--- config.mk ---
export PLATFORM = sky130hd
export DESIGN_NAME = lwgp_lane
export DESIGN_NICKNAME = d
export VERILOG_FILES = /design/src/rtl/assert_macros.svh /design/src/rtl/lwgp_pkg.sv /design/src/rtl/lwgp_lane.sv
export SDC_FILE = /design/constraint.sdc
export NUM_CORES = 1
export LEC_CHECK = 0
export ABC_AREA = 1
export ABC_CLOCK_PERIOD_IN_PS = 2900
export BUFFER_PORTS_ARGS = -buffer_cell sky130_fd_sc_hd__buf_2
export CAP_MARGIN = 20
export CORE_AREA = 2 2 39 41
export DETAILED_ROUTE_END_ITERATION = 8
export DIE_AREA = 0 0 41 43
export PLACE_DENSITY = 0.35
export REMOVE_ABC_BUFFERS = 1
export SYNTH_ARGS = -nofsm -noshare
export SYNTH_HDL_FRONTEND = slang
export SYNTH_SLANG_ARGS = --single-unit
--- constraint.sdc ---
create_clock -name vclk -period 2.9
set_input_delay 0.58 -clock vclk [all_inputs]
set_output_delay 0.58 -clock vclk [all_outputs]
set_load 0.02 [all_outputs]
--- src/rtl/assert_macros.svh ---
// assertion macros shared by the packer modules
`ifndef ASSERT_MACROS_SVH
`define ASSERT_MACROS_SVH

`ifndef SYNTHESIS

// property that must hold at every edge out of reset
`define LWGP_ASSERT(lbl, prop, msg) \
	lbl: assert property (@(posedge clk) disable iff (!arst_n) prop) else $error(msg);

// condition that must never be seen out of reset
`define LWGP_NEVER(lbl, cond, msg) \
	lbl: assert property (@(posedge clk) disable iff (!arst_n) !(cond)) else $error(msg);

`else

`define LWGP_ASSERT(lbl, prop, msg)
`define LWGP_NEVER(lbl, cond, msg)

`endif

`endif

--- src/rtl/lwgp_pkg.sv ---
// types and constants of the lane word to group packer
package lwgp_pkg;

	localparam int LANES      = 4;
	localparam int GROUP_SIZE = 8;
	localparam int ELEM_W     = 64;
	localparam int COUNT_W    = 8;
	localparam int TOTAL_W    = 64;

	localparam int CNT_W  = $clog2(LANES + 1);
	localparam int FILL_W = (GROUP_SIZE > 1) ? $clog2(GROUP_SIZE) : 1;
	localparam int POS_W  = $clog2(GROUP_SIZE + LANES);

	localparam int FIFO_DEPTH = 4;
	localparam int PTR_W      = $clog2(FIFO_DEPTH);
	localparam int LVL_W      = $clog2(FIFO_DEPTH + 1);

	typedef logic [ELEM_W-1:0] elem_t;
	typedef elem_t [GROUP_SIZE-1:0] grp_arr_t;
	typedef elem_t [LANES-1:0] lane_arr_t;

	typedef struct packed {
		elem_t               lane_0;
		elem_t               lane_1;
		elem_t               lane_2;
		elem_t               lane_3;
		logic [COUNT_W-1:0]  valid_count;
	} word_t;

	typedef struct packed {
		elem_t               group_elem_0;
		elem_t               group_elem_1;
		elem_t               group_elem_2;
		elem_t               group_elem_3;
		elem_t               group_elem_4;
		elem_t               group_elem_5;
		elem_t               group_elem_6;
		elem_t               group_elem_7;
		logic                is_group;
		logic [TOTAL_W-1:0]  total_elements;
		logic                run_last;
	} group_t;

	typedef struct packed {
		logic [CNT_W-1:0]  cnt;
		logic [FILL_W-1:0] fill;
	} lane_ctl_t;

	typedef struct packed {
		logic              en;
		logic              wrap;
		logic [FILL_W-1:0] slot;
	} slot_t;

	typedef struct packed {
		logic   v0;
		logic   v1;
		group_t d0;
		group_t d1;
	} push_t;

endpackage

--- src/rtl/lwgp_lane.sv ---
// one lane: finds the group slot its element lands in
module lwgp_lane import lwgp_pkg::*; (
	input  logic [CNT_W-1:0] lane_idx,
	input  lane_ctl_t        ctl,
	output slot_t            slot
);

	logic [POS_W-1:0] pos;

	always_comb begin
		pos       = POS_W'(ctl.fill) + POS_W'(lane_idx);
		slot.en   = lane_idx < ctl.cnt;
		slot.wrap = pos >= POS_W'(GROUP_SIZE);
		if (slot.wrap) begin
			slot.slot = FILL_W'(pos - POS_W'(GROUP_SIZE));
		end else begin
			slot.slot = FILL_W'(pos);
		end
	end

endmodule

# Word-level counts from Yosys, hierarchy flattened
# Index checks and enable logic that the tools add are counted.
# word_totals
reg_bits	0
in_bits	9
out_inout_bits	5
word_cells	5
# op_classes
n_addsub	2
n_lt_le_gt_ge	2
n_mux	1
# op_table
operator	count
adder 3 x 3 -> 4 bit	1
greater-or-equal comparator 4 bit, second input constant	1
< comparator 3 bit	1
two-way mux 3 bit	1
subtractor 3 x 1 -> 3 bit, second input constant	1

# Logic depth before layout (Yosys ltp)
# Gate-level depths: netlist (run 1).
# logic_depth
ltp_word	3
mapped_depth	5
ltp_nobuf	5

# Worst setup path after synthesis (run 1)
# OpenSTA, ideal clock, no wires.
# synth_timing
path_kind	input -> output
start	input lane_idx[0]
end	output slot[2] (netlist bit)
t_arrival_ns	1.532
required_ns	2.320
path_slack_ns	0.788
stages	3
n_path_buf	0
cell_sequence	ha_1 > fa_1 > xor2_1
# synth_rtl
item	line_no	text
start, declared	lwgp_lane.sv:3	input logic [CNT_W-1:0] lane_idx,
end, declared	lwgp_lane.sv:5	output slot_t slot

==> impl_metrics.env, run 1 <==
export IMPL_status="finished, final reports clean"
export IMPL_grt_busiest_layer="met2"
export IMPL_finalHoldViolCount=0
export IMPL_rows=14
export IMPL_drtIter0Drc=1
export IMPL_cp_required_ns=2.32
export IMPL_dieHeight_um=43
export IMPL_grt_first_pass_wirelength_um=496
export IMPL_antenna_cells=0
export IMPL_avgSynthCellArea_um2=7.19
export IMPL_vias=166
export IMPL_port_buffers=14
export IMPL_regArea_um2=0
export IMPL_slew_viol_final=0
export IMPL_synth_area_leader_cell="ha_1"
export IMPL_setup_violations_final=0
export IMPL_multiInputGateArea_um2=125
export IMPL_hold_path_class="in2out"
export IMPL_fin_crit_sh=0.755
export IMPL_synthesis_area_um2=144
export IMPL_io_pins=14
export IMPL_cap_violations=0
export IMPL_syn_inst=20
export IMPL_place_congestion=0.627
export IMPL_slew_headroom=0.923
export IMPL_gr_usage_met2=0.0781
export IMPL_routed_via_density=3.32
export IMPL_initial_core_util=0.104
export IMPL_syn2layout_area_growth_pct=62.6
export IMPL_cts_resized=0
export IMPL_fin_crit_ns=2.19
export IMPL_max_clock_freq_mhz=457
export IMPL_drc=0
export IMPL_nNetsFinal=51
export IMPL_yosysUniqueCellTypes=7
export IMPL_ys_seq_area_frac=0
export IMPL_ys_warn_count=0
export IMPL_synth_area_leaders="ha_1 (43%), fa_1 (14%), inv_1 (13%)"
export IMPL_drive_gt1_frac=0.412
export IMPL_p_per_area_nw_per_um2=193
export IMPL_final_antenna_net_count=0
export IMPL_fillers=162
export IMPL_nFlopsAndLatches=0
export IMPL_leakagePower_uw=0.000153
export IMPL_worst_ep_arrival_time_ns=1.61
export IMPL_cp_end_kind="primary output"
export IMPL_use_met3=0
export IMPL_die_area_um2=1760
export IMPL_crit_fanout=2
export IMPL_fp_coreArea_um2=1380
export IMPL_cts_hold_buf=0
export IMPL_antenna_found_initial=0
export IMPL_crit_type="in2out"
export IMPL_wire_per_inst_um=6.12
export IMPL_grt_overflow=0
export IMPL_drt_first_pass_iters=2
export IMPL_met1_usage=0.0413
export IMPL_clockBufferCount=0
export IMPL_routed_wirelength_um=306
export IMPL_finalSetupTns_ns=0
export IMPL_dpl_hpwl_um=315
export IMPL_post_cts_buffers=0
export IMPL_tightestPinTransition_ns=0.115
export IMPL_crit_path_start_kind="primary input"
export IMPL_grt_max_degree=4
export IMPL_rsz0062_at_grt="no"
export IMPL_ir_drop_mv=0.0185
export IMPL_die_w_um=41
export IMPL_grt_use_total=0.0380
export IMPL_worst_hold_slack_ns=1.49
export IMPL_synth_top_area_frac=0.435
export IMPL_grt_pass1_vias=144
## logic make-up after synthesis
group / after synthesis / synth area share
compound gates: 2 / 0.0696
xor+xnor: 1 / 0.0609
fa+ha+maj: 6 / 0.574
buf+inv: 5 / 0.130
simple gates: 6 / 0.165
## per-stage QoR
stage                     std cells   util  power [uW]  area, um^2  setup WS (ns)
after floorplan                  20      -        29.6         144          0.788
after global placement           50  0.169        46.1         234          0.700
after detailed placement         50  0.169        46.4         234          0.697
after CTS                        50  0.169        46.6         234          0.698
after global routing             50  0.169        51.8         234          0.643
final                            50  0.169        45.2         234          0.712
## final timing paths
| check | start | slack, ns | cells past startpoint | endpoint |
|---|---|---|---|---|
| worst min-delay path | ctl[0] | 1.49 | 3 | slot[0] |
| worst max-delay path | lane_idx[0] | 0.71 | 5 | slot[2] |
## layer usage
metal,wire length [um],share of wire
met1,111,0.36
met2,159,0.52
met3,35,0.11
met4,0,0
met5,0,0
## critical path, stage by stage
cell and delay (ns):
buf_2 0.11, ha_1 0.22, fa_1 0.38, xor2_1 0.15, buf_2 0.18
## synthesized netlist by cell type
master / number
nand3_1: 1
ha_1: 5
a21oi_1: 2
xor2_1: 1
nand2_1: 5
inv_1: 5
fa_1: 1
## cell type report
class	instances	area share
multi-input combinational	15	0.535
timing repair buffer	14	0.299
tap	16	0.0856
inverter	5	0.0802
## power by group
part           total [uW]  internal (uW)  switching [uW]
registers               0              0               0
logic                45.2           18.4            26.7
clock network           0              0               0
total                45.2           18.4            26.7
## cells in the final DEF (no fill, tap or decap)
cell / synthesis / routed
nand3_1: 1 / 1
buf_2: 0 / 14
ha_1: 5 / 5
inv_1: 5 / 5
a21oi_1: 2 / 2
fa_1: 1 / 1
nand2_1: 5 / 5
xor2_1: 1 / 1
Power figures use the tool's default switching activity.
==> run 2: changes to the inputs <==
ABC_AREA = 0   (was 1)
ABC_CLOCK_PERIOD_IN_PS = 1850   (was 2900)
clock period = 1.85 ns   (was 2.9 ns; I/O delays follow)
==> run 2 against run 1 <==
Effect of this change: first-iteration DRC count decreased by 100%; combinational power increased by 62%; wire length increased by 12%; hold slack got worse by 0.41 ns; synthesized area decreased by 7.8%; die area unchanged; global-route usage increased by 0.30 points; sequential cell count unchanged; final area decreased by 3.7%; synthesized cell count decreased by 25%; total power increased by 62%; critical path type unchanged.
==> impl_metrics.env, run 2 <==
export IMPL_nFlopsAndLatches=0
export IMPL_intPower_uw=31.2
export IMPL_die_area_um2=1760
export IMPL_routed_wirelength_um=343
export IMPL_fp_coreArea_um2=1380
export IMPL_drtIter0Drc=0
export IMPL_setup_violations_final=0
export IMPL_total_power_uw=73.0
export IMPL_ir_drop_mv=0.115
export IMPL_synth_top_area_frac=0.472
export IMPL_nNetsFinal=46
export IMPL_final_cell_mix="buf_2 (13), ha_1 (5), inv_1 (2)"
export IMPL_antenna_found_initial=0
export IMPL_rsz0062_at_grt="no"
export IMPL_combPwrFrac=1.000
export IMPL_worst_ep_arrival_time_ns=1.41
export IMPL_clockBufferCount=0
export IMPL_grt_pass1_vias=134
export IMPL_fin_crit_ns=1.78
export IMPL_cp_end_kind="primary output"
export IMPL_synth_top_cells_by_count="ha_1 (5), inv_1 (2)"
export IMPL_max_clock_freq_mhz=561
export IMPL_io_pins=14
export IMPL_fillers=158
export IMPL_clockPowerShare=0
export IMPL_avgSynthCellArea_um2=8.84
export IMPL_drive_gt1_frac=0.483
export IMPL_layout_cells_non_filler=45
export IMPL_synthesis_area_um2=133
export IMPL_wire_per_inst_um=7.62
export IMPL_hold_path_class="in2out"
export IMPL_finalHoldViolCount=0
export IMPL_slew_viol_final=0
export IMPL_synth_most_common_cell="ha_1"
export IMPL_ys_seq_area_frac=0
export IMPL_grt_first_pass_wirelength_um=531
export IMPL_drt_first_pass_iters=1
export IMPL_crit_path_top_delay_cell="fa_1"
export IMPL_regArea_um2=0
export IMPL_drc=0
export IMPL_leakagePower_uw=0.000137
export IMPL_cap_violations=0
export IMPL_p_per_area_nw_per_um2=324
export IMPL_slew_headroom=0.901
export IMPL_dp_cells=45
export IMPL_initial_core_util=0.0958
export IMPL_syn_inst=15
export IMPL_routed_via_density=3.38
export IMPL_place_congestion=0.608
export IMPL_min_path_cells=3
export IMPL_rows=14
export IMPL_antenna_cells=0
export IMPL_final_antenna_net_count=0
export IMPL_final_util=0.163
export IMPL_grt_overflow=0
export IMPL_dpl_hpwl_um=337
export IMPL_status="finished, final reports clean"
export IMPL_tightestPinTransition_ns=0.148
export IMPL_final_common_cell="buf_2"
export IMPL_p_switching_uw=41.8
export IMPL_worst_hold_slack_ns=1.08
export IMPL_p_sw_frac=0.572
export IMPL_vias=152
export IMPL_finalSetupTns_ns=0
export IMPL_grt_use_total=0.0410
export IMPL_crit_path_cell_trace="buf_2 -> ha_1 -> fa_1 -> xor2_1 -> buf_4"
export IMPL_yosysUniqueCellTypes=10
export IMPL_die_w_um=41
export IMPL_grt_max_degree=4
export IMPL_synth_area_leader_cell="ha_1"
export IMPL_crit_type="in2out"
export IMPL_ys_warn_count=0
export IMPL_critPathMaxStageDelay_ns=0.38
export IMPL_dieHeight_um=43
export IMPL_multiInputGateArea_um2=125
export IMPL_port_buffers=14
export IMPL_crit_fanout=2
export IMPL_fin_crit_sh=0.963
export IMPL_syn2layout_area_growth_pct=69.8
export IMPL_cp_required_ns=1.48
export IMPL_crit_path_start_kind="primary input"
export IMPL_synth_area_leaders="ha_1 (47%), fa_1 (15%), xor2_1 (6.6%)"
export IMPL_seq_power_share=0
run 2: power by group through the flow:
stage               clock [uW]  sequential, uW  combinational (uW)
floorplan                    0               0                45.1
global route                 0               0                82.8
detailed placement           0               0                72.0
finish                       0               0                73.0
global placement             0               0                71.7
CTS                          0               0                72.4
run 2: cell type report:
cell class | instances | area share
multi-input cells | 13 | 0.556
repair buffers | 14 | 0.322
well taps | 16 | 0.0889
inverters | 2 | 0.0333
run 2: final timing paths:
check	to	startpoint
worst min-delay path	slot[0]	ctl[0]
worst max-delay path	slot[2]	lane_idx[0]
run 2: cells by family (layout without fill, tap and decap cells):
group                    Yosys count  count (layout)  synth area share
adder cells (fa/ha/maj)            6               6             0.623
XOR/XNOR                           1               1            0.0660
AND/OR/NAND/NOR                    3               3             0.113
buffers and inverters              2              16            0.0566
AO/OA/AOI/OAI                      3               3             0.142
run 2: layer usage:
metal | track usage | routed length [um]
met5 | 0 | 0
met2 | 0.0469 | 88
met4 | 0 | 0
met1 | 0.0794 | 199
met3 | 0.00524 | 54
run 2: through the flow:
step / cell area, um^2 / worst slack (ns)
2_1_floorplan: 133 / 0.158
4_1_cts: 223 / 0.0282
3_3_place_gp: 223 / 0.0101
6_report: 225 / 0.0690
3_5_place_dp: 223 / 0.0410
5_1_grt: 225 / 0.00751
run 2: what timing repair did:
item	CTS	global route
setup buffers	0	0
hold buffers	0	0
resized for setup	0	1
endpoints found under the hold margin	0	0
setup endpoints to repair	0	1
run 2: worst max-delay path: cells and delay by family:
family | cells | cell delay (ns)
buffers and inverters | 2 | 0.27
adder cells (fa/ha/maj) | 2 | 0.60
XOR/XNOR | 1 | 0.17
==> run 3: changes to the inputs <==
RECOVER_POWER = 100   (was not set)
==> run 3 against run 2 <==
Effect of this change: sequential share of layout area unchanged; worst setup slack about the same; final area decreased by 1.7%; first-iteration DRC count unchanged; critical endpoint unchanged; largest power group unchanged; fmax about the same; wire length decreased by 2.0%; sequential cell count unchanged; highest routed layer unchanged; die area unchanged.
==> impl_metrics.env, run 3 (synthesized netlist as in run 2, its figures left out) <==
export IMPL_place_congestion=0.608
export IMPL_fin_crit_ns=1.78
export IMPL_startpoint="lane_idx[0]"
export IMPL_port_buffers=14
export IMPL_clockBufferCount=0
export IMPL_layout_cells_non_filler=45
export IMPL_postLayoutCellArea_um2=221
export IMPL_io_pins=14
export IMPL_leakagePower_uw=0.000129
export IMPL_dpl_hpwl_um=337
export IMPL_vias=152
export IMPL_regArea_um2=0
export IMPL_slew_headroom=0.831
export IMPL_nFlopsAndLatches=0
export IMPL_dpl_worst_slack_ns=0.0410
export IMPL_min_from="ctl[3]"
export IMPL_setup_violations_final=0
export IMPL_tightestPinTransition_ns=0.254
export IMPL_dieHeight_um=43
export IMPL_grt_overflow=0
export IMPL_crit_path_cell_trace="buf_2 -> ha_1 -> fa_1 -> xor2_1 -> buf_4"
export IMPL_hold_path_class="in2out"
export IMPL_drt_met1_wl_um=197
export IMPL_setup_ws_ns=0.0689
export IMPL_worst_hold_slack_ns=1.13
export IMPL_slew_viol_final=0
export IMPL_syn2layout_area_growth_pct=67.0
export IMPL_die_area_um2=1760
export IMPL_grt_max_degree=4
export IMPL_drive_gt1_frac=0.379
export IMPL_fin_crit_sh=0.963
export IMPL_final_cell_mix="buf_2 (9), ha_1 (5), clkbuf_1 (3)"
export IMPL_finalSetupTns_ns=0
export IMPL_rsz0062_at_grt="no"
export IMPL_wl_met2_um=87
export IMPL_antenna_found_initial=0
export IMPL_routed_via_density=3.38
export IMPL_post_cts_buffers=0
export IMPL_nNetsFinal=46
export IMPL_grt_pass1_vias=134
export IMPL_crit_path_start_kind="primary input"
export IMPL_grt_first_pass_wirelength_um=531
export IMPL_grt_use_total=0.0410
export IMPL_drtIter0Drc=0
export IMPL_initial_core_util=0.0958
export IMPL_crit_buf_inv=2
export IMPL_cp_required_ns=1.48
export IMPL_ir_drop_mv=0.116
export IMPL_rows=14
export IMPL_antenna_cells=0
export IMPL_crit_type="in2out"
export IMPL_crit_path_top_delay_cell="fa_1"
export IMPL_multiInputGateArea_um2=125
export IMPL_routed_wirelength_um=336
export IMPL_final_common_cell="buf_2"
export IMPL_worst_ep_arrival_time_ns=1.41
export IMPL_critPathMaxStageDelay_ns=0.38
export IMPL_route_met3_wl_um=51
export IMPL_wire_per_inst_um=7.47
export IMPL_cp_end_kind="primary output"
export IMPL_fp_coreArea_um2=1380
export IMPL_drc=0
export IMPL_top_layer_used="met3"
export IMPL_p_per_area_nw_per_um2=322
export IMPL_crit_fanout=2
export IMPL_drt_first_pass_iters=1
export IMPL_die_w_um=41
export IMPL_status="finished, final reports clean"
export IMPL_cap_violations=0
export IMPL_cpLargestDelayFamily="adder cells"
export IMPL_final_antenna_net_count=0
export IMPL_max_clock_freq_mhz=561
export IMPL_place_area_um2=223
export IMPL_dp_cells=45
export IMPL_fillers=157
export IMPL_finalHoldViolCount=0
-- run 3: cell types whose count changed in the layout (fill, tap and decap cells not counted) --
cell	delta
buf_2	-4
clkbuf_1	+3
clkbuf_2	+1
-- run 3: tightest hold or removal path, cell delays in order --
cell and delay [ns]:
buf_2 0.09, nand2b_1 0.05, a31oi_1 0.08, clkbuf_1 0.16
-- run 3: layout make-up --
type	count	area share
well taps	16	0.0904
inverters	2	0.0339
multi-input cells	13	0.565
repair buffers	14	0.311
-- run 3: metrics by stage --
| stage | utilization | power (uW) |
|---|---|---|
| 6_report | 0.160 | 71.2 |
| 5_1_grt | 0.160 | 81.2 |
| 3_5_place_dp | 0.161 | 72.0 |
| 4_1_cts | 0.161 | 72.4 |
| 3_3_place_gp | 0.161 | 71.7 |
| 2_1_floorplan | - | 45.1 |
-- run 3: where the power goes --
group          internal [uW]  leakage (uW)  total, uW  switching, uW
combinational           29.3      0.000129       71.2           41.9
clock                      0             0          0              0
sequential                 0             0          0              0
-- run 3: path summary, 6_finish.rpt --
path	endpoint	depth (start not counted)
max	slot[2]	5
min	slot[4]	4
-- run 3: what timing repair did --
| item | CTS | global route |
|---|---|---|
| endpoints found under the setup margin | 0 | 1 |
| resized for setup | 0 | 1 |
| hold buffers | 0 | 0 |
-- run 3: metal layers --
layer  global-route usage  vias to the layer above
li1                     -                       82
met1               0.0794                       56
met2               0.0469                       14
met3              0.00524                        0
met4                    0                        0
met5                    0                        -
